==> config.mk <==
export PLATFORM = sky130hd
export DESIGN_NAME = geacc_div
export DESIGN_NICKNAME = d
export VERILOG_FILES = /design/src/sv/graph_encoder_embedding_accumulator_defines.svh /design/src/sv/geacc_pkg.sv /design/src/sv/geacc_div.sv
export SDC_FILE = /design/constraint.sdc
export NUM_CORES = 1
export LEC_CHECK = 0
export BUFFER_PORTS_ARGS = -buffer_cell sky130_fd_sc_hd__buf_4
export CAP_MARGIN = 0
export CORE_ASPECT_RATIO = 0.6
export CORE_MARGIN = 2
export CORE_UTILIZATION = 55
export CTS_CLUSTER_DIAMETER = 40
export DETAILED_ROUTE_END_ITERATION = 10
export PLACE_DENSITY = 0.79
export REMOVE_ABC_BUFFERS = 1
export SLEW_MARGIN = 15
export SYNTH_ARGS = -nofsm -noshare
export SYNTH_HDL_FRONTEND = slang
export SYNTH_SLANG_ARGS = --single-unit
==> constraint.sdc <==
create_clock -name clk_i -period 5.1 [get_ports clk_i]
set_input_delay 0 -clock clk_i [delete_from_list [all_inputs] [get_ports clk_i]]
set_output_delay 0 -clock clk_i [all_outputs]
set_load 0.02 [all_outputs]
==> src/sv/graph_encoder_embedding_accumulator_defines.svh <==
// Assertion macros for the graph encoder embedding accumulator.
// Depends on nothing; the asserting module supplies clk_i and rst_ni.
`ifndef GRAPH_ENCODER_EMBEDDING_ACCUMULATOR_DEFINES_SVH
`define GRAPH_ENCODER_EMBEDDING_ACCUMULATOR_DEFINES_SVH
`ifndef NO_ASSERTIONS
`define GEACC_ASSERT(lbl, prop, msg) \
  lbl: assert property (@(posedge clk_i) disable iff (!rst_ni) prop) else $error(msg);
`define GEACC_ASSERT_RST(lbl, prop, msg) \
  lbl: assert property (@(posedge clk_i) prop) else $error(msg);
`else
`define GEACC_ASSERT(lbl, prop, msg)
`define GEACC_ASSERT_RST(lbl, prop, msg)
`endif
`endif

==> src/sv/geacc_pkg.sv <==
// Shared codes and types of the graph encoder embedding accumulator.
// Depends on nothing.
package geacc_pkg;

  localparam logic [1:0] OP_LOAD = 2'd0;
  localparam logic [1:0] OP_EDGE = 2'd1;
  localparam logic [1:0] OP_READ = 2'd2;

  localparam logic [1:0] ST_OK     = 2'd0;
  localparam logic [1:0] ST_VERTEX = 2'd1;
  localparam logic [1:0] ST_LABEL  = 2'd2;

  localparam logic CFG_VERTEX_COUNT = 1'b0;
  localparam logic CFG_LABEL_COUNT  = 1'b1;

  typedef struct packed {
    logic        start;
    logic [16:0] dividend;
    logic [8:0]  divisor;
  } div_req_t;

  typedef struct packed {
    logic        done;
    logic [16:0] quotient;
  } div_rsp_t;

  typedef enum logic [15:0] {
    S_CLEAR   = 16'h0001,
    S_IDLE    = 16'h0002,
    S_LAB_A   = 16'h0004,
    S_LAB_B   = 16'h0008,
    S_CHECK   = 16'h0010,
    S_CNT_RD0 = 16'h0020,
    S_CNT_WR0 = 16'h0040,
    S_CNT_RD1 = 16'h0080,
    S_CNT_WR1 = 16'h0100,
    S_ACC_CNT = 16'h0200,
    S_DIV_GO  = 16'h0400,
    S_ACC_DIV = 16'h0800,
    S_ACC_RD  = 16'h1000,
    S_ACC_WR  = 16'h2000,
    S_RD_EMB  = 16'h4000,
    S_DONE    = 16'h8000
  } state_e;

endpackage

==> src/sv/geacc_div.sv <==
// Restoring divider, one quotient bit per cycle, 17 quotient bits per division.
// Depends on geacc_pkg.
module geacc_div
  import geacc_pkg::*;
(
  input  logic     clk_i,
  input  logic     rst_ni,
  input  div_req_t req_i,
  output div_rsp_t rsp_o
);

  logic        busy_q;
  logic        done_q;
  logic [4:0]  cnt_q;
  logic [8:0]  rem_q;
  logic [8:0]  dvs_q;
  logic [16:0] quo_q;
  logic [9:0]  trial;
  logic        fits;

  assign trial = {rem_q, quo_q[16]};
  assign fits  = trial >= {1'b0, dvs_q};

  always_ff @(posedge clk_i or negedge rst_ni) begin
    if (!rst_ni) begin
      busy_q <= 1'b0;
      done_q <= 1'b0;
      cnt_q  <= '0;
    end else begin
      done_q <= 1'b0;
      if (req_i.start) begin
        busy_q <= 1'b1;
        cnt_q  <= '0;
      end else if (busy_q) begin
        cnt_q <= cnt_q + 5'd1;
        if (cnt_q == 5'd16) begin
          busy_q <= 1'b0;
          done_q <= 1'b1;
        end
      end
    end
  end

  always_ff @(posedge clk_i) begin
    if (req_i.start) begin
      rem_q <= '0;
      dvs_q <= req_i.divisor;
      quo_q <= req_i.dividend;
    end else if (busy_q) begin
      rem_q <= fits ? 9'(trial - {1'b0, dvs_q}) : trial[8:0];
      quo_q <= {quo_q[15:0], fits};
    end
  end

  assign rsp_o.done     = done_q;
  assign rsp_o.quotient = quo_q;

endmodule

==> results of run 1 <==
[what timing repair did]
item / CTS / global route
endpoints found under the setup margin: 0 / 0
hold endpoints to repair: 17 / 1
hold buffers: 11 / 1
[cell families (layout without fill, tap and decap cells)]
family,Yosys count,after routing,synth area share (%)
simple gates,46,46,11.4
flops,42,42,51.2
compound gates,31,31,10.7
mux,25,25,12.3
buf+inv,23,79,4.17
fa+ha+maj,12,12,7.10
xor+xnor,8,8,3.16
[per-stage QoR]
step                      util (%)  instances  cell area (µm²)  hold WS, ns  setup WS [ns]
after floorplan                  -        177             2180       -0.296           2.59
after global placement        68.6        270             2580       -0.188           2.58
after detailed placement      68.6        270             2580       -0.180           2.37
after CTS                     73.6        289             2770      0.00128           2.35
after global routing          73.9        290             2780     0.000858           2.18
final                         73.9        290             2780      0.00753           2.33
[final timing paths]
path | startpoint | endpoint
max | quo_q[16] | quo_q[0]
min | req_i[17] | quo_q[8]
max reg2reg | quo_q[16] | quo_q[0]
min reg2reg | rem_q[6] | rem_q[7]
max in group asynchronous | rst_ni | cnt_q[0]
min in group asynchronous | rst_ni | done_q
[cell type report]
type	instances	area, µm²
sequential	42	1140
inverter	13	48.8
timing repair buffer	58	465
clock inverter	2	8.76
tap	47	58.8
fill	251	982
clock buffer	6	72.6
multi-input combinational	122	992
[flip-flops by register name, indices dropped and copies added, names as in the netlist]
register  flops
quo_q        17
busy_q        1
rem_q         9
done_q        1
cnt_q         5
dvs_q         9
[layout by cell type (no fill, tap or decap), drive strengths merged, types with 4 or more instances in the layout]
cell         count
buf             46
edfxtp          26
nor2            19
mux2            18
inv             13
dlygate4sd3     12
ha              11
dfxtp            9
nand2            8
a211oi           7
mux2i            7
dfrtp            7
a21oi            6
xor2             6
clkbuf           6
o211ai           5
a311oi           4
[worst max-delay path, stage by stage (launching register included)]
cell and delay (ns):
edfxtp_1 0.41, inv_1 0.07, ha_1 0.15, inv_1 0.05, fa_1 0.41, a211oi_1 0.47, o21a_1 0.32, o211ai_2 0.26
mux2_2 0.38
[per-layer routing]
metal  vias to the layer above  part of all wire (%)  wire length [µm]
met1                       751                    48              2160
li1                        793                     -                 -
met2                        43                    47              2100
met5                         -                     0                 0
met3                         7                   4.1               186
met4                         0                   1.3                57
[report_power, final]
part / leakage [µW] / internal (µW) / total (µW) / switching [µW]
logic: 0.000739 / 219 / 481 / 262
clock network: 0.0000426 / 94.1 / 203 / 109
registers: 0.000433 / 421 / 463 / 42.0
total: 0.00121 / 734 / 1150 / 414
==> flow_summary.ini, run 1 <==
[status]
outcome = completed

[timing]
period_minus_slack_ns = 2.77
max_clock_freq_ghz = 0.362
slew_viol_final = 0
hold_viol = 0
rsz0062_at_grt = no
relSlewSlack_pct = 42.1
clock-skew-final_ns = 0.00567
tightest_slew_ns = 0.869
fin_setup_tns_ns = 0
finalSetupViolCount = 0
min_period_over_period_pct = 54.2

[grt]
grt_pass1_vias = 1622
grt_overflow_total = 0
grt_usage_pct = 22.0
grt_antenna_before_repair = 0
grtUsageMet3_pct = 4.84
grt_use_met2_pct = 35.7
grt_start_max_net_pins = 44
grtUsageMet1_pct = 28.8
busiest_layer = met2
grt_pass1_wl_um = 7510

[cts]
cts.sinks = 42
cts_made_buffers = 5
worstSkewPairLatency_ns = 0.29
clkSlewWorstSetupHoldPaths_ns = 0.08
post_cts_buffers = 0
cts_root_buffer = clkbuf_8
cts-resized-gates = 0
clock_path_buffers = 2
cts_tree = done
htree_levels = 2

[synth]
synth_most_common_cell = edfxtp_1
synth_cells = 187
synth-edff-count = 26
syn-cell-area_mm2 = 0.00222
yosysTopAreaCellShare_pct = 35.2
synth_area_leaders = edfxtp_1, mux2_2, dfxtp_1
ys_ff_latch = 42
synth_async_sr_flop_share_pct = 16.7
synth_cell_type_count = 41
seq_area_frac_synth_pct = 51.2
syn_area_per_cell_um2 = 11.9
yosys_warnings = 0
yosys.area.top_type = edfxtp_1
synth_common_cells = edfxtp_1, nor2_1, mux2_2
synth-main-ff-cell = edfxtp_1

[setup_path]
crit_arrival_ns = 2.81
worstSetupPathType = flip-flop to flip-flop
worstSetupEndpointType = flip-flop
ff2ff_setup_slack_ns = 2.33
cp-start-kind = flip-flop
rr_worst_depth = 8
cp_max_fo = 8
required_ns = 5.15

[detailed_routing]
vias_per_cell = 5.50
drcViolationCount = 0
drt-initial-drc-count = 74
drt_wl_total_um = 4510
ant_nets = 0
dr.pass1.iters = 4
wl_per_cell_um = 15.6
via_count = 1594

[cells_and_area]
antenna_cells = 0
fin_nets = 283
drive_above_1_share_pct = 31.3
syn2layout_area_growth_pct = 25.3

[power_and_ir_drop]
p_leak_uw = 0.00121
power_density_mw_per_mm2 = 412
peakVddDrop_mv = 0.287
totalPowerFinal_uw = 1150

[floorplan]
die_area_mm2 = 0.00458
die_y_um = 53.2
rows = 17
start_util_pct = 59.0
die_width_um = 86.0
io_pins = 47
coreArea_mm2 = 0.00376

[place]
place.gp.congestion = 0.875
port_buffers = 46
dp_hpwl_um = 3200

[hold_path]
whs_path_depth = 2
hp-class = input pin to flip-flop

[flow_run]
cap_violations = 0
(Power assumes the default switching activity.)
==> inputs of run 2 (changes only) <==
Settings changed: ABC_AREA set to 1, CORE_UTILIZATION 55 to 54, PLACE_DENSITY 0.79 to 0.78.
Clock period 5.1 ns to 2.8 ns, I/O delays scaled along.
==> run 2 against run 1 <==
  * Critical path depth is 5 higher
  * Wire length is 15% higher
  * Core utilization is 0.33 points lower
  * Fmax is 31% higher
  * Largest power group is now sequential cells
  * Largest cell class unchanged
==> flow_summary.ini, run 2 <==
[power_and_ir_drop]
peakVddDrop_mv = 0.395
power_density_mw_per_mm2 = 712
intPower_uw = 1370
clockPowerShare_pct = 22.2
seq_power_share_pct = 38.9
p_sw_uw = 756
swShare_pct = 35.6
p_leak_uw = 0.00151
combPwrFrac_pct = 38.9

[timing]
finalSetupViolCount = 0
slew_viol_final = 0
period_minus_slack_ns = 2.11
clock-skew-final_ns = 0.00813
hold_viol = 0
rsz0062_at_grt = no
min_period_over_period_pct = 75.4
max_clock_freq_ghz = 0.474
fin_ws_ns = 0.688
fin_setup_tns_ns = 0
tightest_slew_ns = 0.719
relSlewSlack_pct = 52.0

[cells_and_area]
fin_nets = 378
final_util_pct = 73.6
drive_above_1_share_pct = 19.2
regMostFlops = quo_q
antenna_cells = 0
final_cell_mix = nand2_1, buf_4, inv_1
top_regs = quo_q x17, dvs_q x9, rem_q x9
final_common_cell = nand2_1
final_cells = 388
largest_reg_flops = 17
syn2layout_area_growth_pct = 32.6

[setup_path]
crit_arrival_ns = 2.36
path_buf_inv = 2
cp_max_fo = 11
crit_end = rem_q[7]
ff2ff_setup_slack_ns = 0.69
required_ns = 3.04
cp_slowest_stage_delay_ns = 0.40
crit_chain = inv_1 -> ha_1 -> inv_1 -> fa_1 -> nand2_1 -> nand2_2 -> nand3_2 -> nand2_2 -> nand2_2 -> nand2_2 -> nand2_1 -> nand3_1 -> nand2_1
critPathSlowestCell = edfxtp_1
worstSetupStartpoint = quo_q[16]
worst_r2r_endpoint = rem_q[7]
worstSetupPathType = flip-flop to flip-flop
cp-start-kind = flip-flop
worstSetupEndpointType = flip-flop
path_common_cell = nand2_2
rr_worst_depth = 13
crit_cells = 13
timing.rr.start = quo_q[16]
cp_top_family = simple AND/OR/NAND/NOR gates

[detailed_routing]
dr.pass1.iters = 4
vias_per_cell = 5.12
via_count = 1986
drcViolationCount = 0
wl_per_cell_um = 13.4
drt_wl_total_um = 5210
drt-initial-drc-count = 168
ant_nets = 0

[synth]
synth_common_cells = nand2_1, inv_1, edfxtp_1
syn_area_per_cell_um2 = 8.49
yosys.area.top_type = edfxtp_1
seq_area_frac_synth_pct = 50.5
yosys_warnings = 0
yosysTopAreaCellShare_pct = 34.7
synth-edff-count = 26
ys_ff_latch = 42
synth_async_sr_flop_share_pct = 16.7
syn-cell-area_mm2 = 0.00225
synth_area_leaders = edfxtp_1, nand2_1, dfxtp_1
synth_cells = 265
synth-main-ff-cell = edfxtp_1
synth_most_common_cell = nand2_1
synth_cell_type_count = 31

[floorplan]
die_y_um = 54.0
coreArea_mm2 = 0.00405
die_width_um = 87.3
rows = 18
io_pins = 47
die_area_mm2 = 0.00472
start_util_pct = 55.5

[cts]
clkSlewWorstSetupHoldPaths_ns = 0.08
clock_path_buffers = 2
htree_levels = 2
cts-resized-gates = 0
cts_root_buffer = clkbuf_8
worstSkewPairLatency_ns = 0.30
post_cts_buffers = 0
cts_made_buffers = 5
cts_hold_buf = 25
cts_tree = done
cts.sinks = 42

[grt]
grt_start_max_net_pins = 31
grt_pass1_wl_um = 7890
grt_antenna_before_repair = 0
grt_pass1_vias = 1687
grt_overflow_total = 0
grt_usage_pct = 22.7

[hold_path]
hp-class = input pin to asynchronous set/reset pin

[place]
post-place-ws_ns = 0.741
place_inst = 354
dp_hpwl_um = 3410
port_buffers = 46
place.gp.congestion = 0.910

[flow_run]
cap_violations = 0

[status]
outcome = completed
-- run 2: cell types whose count changed after synthesis, sizes merged, moves of 7 or more --
cell    previous run  this run
nand2              8       115
nor2              19         9
nand3b             2         9
inv               13        30
a211oi             7         0
mux2              18         0
nand3              3        18
mux2i              7         0
-- run 2: worst min-delay path by stage --
stage,end,start,slack [ns]
after global routing,cnt_q[1],rst_ni,0.05
after global placement,cnt_q[2],rst_ni,-0.18
final,cnt_q[2],rst_ni,0.05
after CTS,quo_q[16],req_i[25],0.004
after floorplan,busy_q,rst_ni,-0.30
after detailed placement,cnt_q[2],rst_ni,-0.18
-- run 2: logic make-up (layout without fill, tap and decap cells) --
logic type,count (synthesis),after routing,share of synthesized area [%]
DFF,42,42,50.5
and+or+nand+nor,158,158,31.4
xor gates and xnor gates,3,3,1.17
AOI/OAI and AO/OA,12,12,2.89
adders and majority gates,12,12,7.01
buffers and inverters,38,111,7.01
-- run 2: layout make-up --
type	count	area [µm²]
multi-input combinational	185	956
inverter	31	116
fill	295	1070
timing repair buffer	72	606
sequential	42	1140
tap	50	62.6
clock inverter	1	30.0
clock buffer	7	76.3
-- run 2: stage by stage --
step	area (µm²)	power, µW	hold WS, ns
2_1_floorplan	2210	1390	-0.296
3_3_place_gp	2620	1600	-0.184
3_5_place_dp	2620	1610	-0.182
4_1_cts	2970	2110	0.00352
5_1_grt	2980	2270	0.0468
6_report	2980	2120	0.0538
-- run 2: metal layers --
layer	wire [µm]	GRT usage, %
met1	2490	33.5
met2	2350	33.0
met3	342	5.83
met4	23	6.67
met5	0	0
-- run 2: power by group through the flow --
| stage | logic, µW | clock network [µW] | registers (µW) |
|---|---|---|---|
| after floorplan | 538 | 0 | 855 |
| after global placement | 762 | 0 | 835 |
| after detailed placement | 775 | 0 | 836 |
| after CTS | 813 | 475 | 824 |
| after global routing | 918 | 510 | 838 |
| final | 825 | 472 | 827 |
-- run 2: worst reg2reg max path, stage by stage, from the launching register on --
cell	delay, ns
edfxtp_1	0.40
inv_1	0.10
ha_1	0.15
inv_1	0.06
fa_1	0.40
nand2_1	0.09
nand2_2	0.07
nand3_2	0.08
nand2_2	0.06
nand2_2	0.19
nand2_2	0.18
nand2_1	0.13
nand3_1	0.07
nand2_1	0.07
==> inputs of run 3 (changes only) <==
Settings changed: ABC_AREA 1 to 0, CORE_UTILIZATION 54 to 49, PLACE_DENSITY 0.78 to 0.75.
Clock period 2.8 ns to 1.8 ns, I/O delays scaled along.
==> run 3 against run 2 <==
  * The run now ends with negative setup slack left
  * Largest power group is now combinational cells
  * Global-route usage decreased by 1.6 points
  * Cell count shrank 11%
  * Largest cell class unchanged
  * Sequential power up 56%
  * Clock power is 34% higher
  * Hold slack got worse by 0.044 ns
  * Clock skew down 0.0029 ns
  * Cell area is 8.4% higher
  * Highest routed layer unchanged
  * Critical path depth down 4
  * Die area rose by 8.3%
  * Sequential share of layout area is 2.9 points lower
  * Non-clock buffer count grew 29
  * Via count fell by 10%
==> flow_summary.ini, run 3 (synthesis gave the netlist of run 1 again) <==
[power_and_ir_drop]
peakVddDrop_mv = 0.890
seq_power_share_pct = 32.0
intPower_uw = 2630
swShare_pct = 34.5
p_sw_uw = 1380
totalPowerFinal_uw = 4020
p_leak_uw = 0.00145
clockPowerShare_pct = 15.7
combPwrFrac_pct = 52.2
power_density_mw_per_mm2 = 1240

[grt]
grt_antenna_before_repair = 0
grt_overflow_total = 0
grt_pass1_wl_um = 8310
grt_pass1_vias = 1697
grt_start_max_net_pins = 26
grt_usage_pct = 21.1

[timing]
fin_setup_tns_ns = -4.30
rsz0062_at_grt = yes
min_period_over_period_pct = 128
hold_viol = 0
fin_ws_ns = -0.501
max_clock_freq_ghz = 0.435
tightest_slew_ns = 0.412
period_minus_slack_ns = 2.30
relSlewSlack_pct = 72.5
clock-skew-final_ns = 0.00527
slew_viol_final = 0
finalSetupViolCount = 10

[place]
post-place-ws_ns = -0.626
dp_hpwl_um = 3800
port_buffers = 46
place.gp.congestion = 0.827
place_area_mm2 = 0.00288

[cells_and_area]
syn2layout_area_growth_pct = 45.6
antenna_cells = 0
top_regs = quo_q x17, dvs_q x9, rem_q x9
drive_above_1_share_pct = 44.4
final_common_cell = buf_4
final_util_pct = 76.4
fin_nets = 326
postLayoutCellArea_mm2 = 0.00323
final_cell_mix = buf_4, edfxtp_1, nor2_1
largest_reg_flops = 17
regMostFlops = quo_q

[setup_path]
ff2ff_setup_slack_ns = -0.50
cp_slowest_stage_delay_ns = 0.39
rr_worst_depth = 9
worstSetupPathType = flip-flop to flip-flop
worst_r2r_endpoint = rem_q[8]
required_ns = 2.01
crit_arrival_ns = 2.51
cp_max_fo = 3
cp_top_family = compound AO/OA/AOI/OAI gates
cp-start-kind = flip-flop
path_buf_inv = 2
timing.rr.start = quo_q[16]
worstSetupEndpointType = flip-flop
critPathSlowestCell = edfxtp_1
crit_chain = inv_1 -> ha_2 -> inv_2 -> fa_2 -> a211oi_4 -> o211ai_1 -> o211a_1 -> or3_1 -> a311oi_2

[flow_run]
cap_violations = 0

[detailed_routing]
ant_nets = 0
wl_per_cell_um = 15.3
drcViolationCount = 0
drt_wl_total_um = 5300
via_count = 1787
dr.pass1.iters = 4
vias_per_cell = 5.16
drt-initial-drc-count = 90

[floorplan]
coreArea_mm2 = 0.00423
io_pins = 47
rows = 18
die_y_um = 56.2
die_area_mm2 = 0.00510
start_util_pct = 52.5
die_width_um = 90.9

[cts]
cts_tree = done
cts_made_buffers = 5
htree_levels = 2
cts.sinks = 42
worstSkewPairLatency_ns = 0.29
clkSlewWorstSetupHoldPaths_ns = 0.08
cts_root_buffer = clkbuf_8
clock_path_buffers = 2

[status]
violations = negative setup slack
outcome = complete, but fails checks

[hold_path]
hp-class = input pin to flip-flop
hold_end = quo_q[4]
whs_path_depth = 2
hp-start = req_i[13]
run 3: changes by cell type in the layout (fill, tap and decap cells not counted), sizes merged, moves of 10 or more:
| cell | previous run | this run |
|---|---|---|
| mux2 | 0 | 18 |
| dlygate4sd3 | 26 | 16 |
| nand3 | 18 | 3 |
| buf | 46 | 85 |
| nor2 | 9 | 19 |
| nand2 | 115 | 8 |
| inv | 30 | 13 |
run 3: area by class of cell:
class,instances,area (µm²)
inverters,13,48.8
well taps,60,75.1
repair buffers,101,813
flip-flops and latches,42,1140
fillers,299,1000
multi-input cells,122,1060
clock inverters,2,12.5
clock buffers,6,82.6
run 3: worst max path at each step:
stage,startpoint,slack (ns),depth (start not counted),to
finish,quo_q[16],-0.50,9,rem_q[8]
floorplan,quo_q[16],-0.71,8,quo_q[0]
global placement,quo_q[16],-0.50,11,rem_q[8]
detailed placement,quo_q[16],-0.63,11,rem_q[8]
global route,quo_q[16],-0.59,10,rem_q[8]
CTS,quo_q[16],-0.57,10,rem_q[8]
run 3: repair_timing:
action                                  4_1_cts  5_1_grt
endpoints found under the setup margin       10       10
resized for setup                             6       12
buffers inserted                              1        1
cloned                                        0        0
endpoints found under the hold margin        21        1
hold buffers                                 15        1
pin swaps                                     5       18
run 3: power by group through the flow:
stage	registers, µW	logic, µW	clock network, µW
after CTS	1290	1930	642
after global placement	1300	1790	0
after detailed placement	1300	1840	0
after global routing	1310	2240	687
final	1290	2100	632
after floorplan	1360	904	0
run 3: routing by layer:
metal	global-route usage, %	wire length [µm]	vias up
met5	0	0	-
met4	5.84	8	0
met3	4.20	222	2
met2	32.7	2530	46
met1	30.4	2540	860
li1	-	-	879
run 3: per-stage QoR:
step           cells  hold slack (ns)
2_1_floorplan    177           -0.296
3_3_place_gp     321           -0.183
3_5_place_dp     321           -0.181
4_1_cts          345          0.00156
6_report         346          0.00980
5_1_grt          346          0.00170
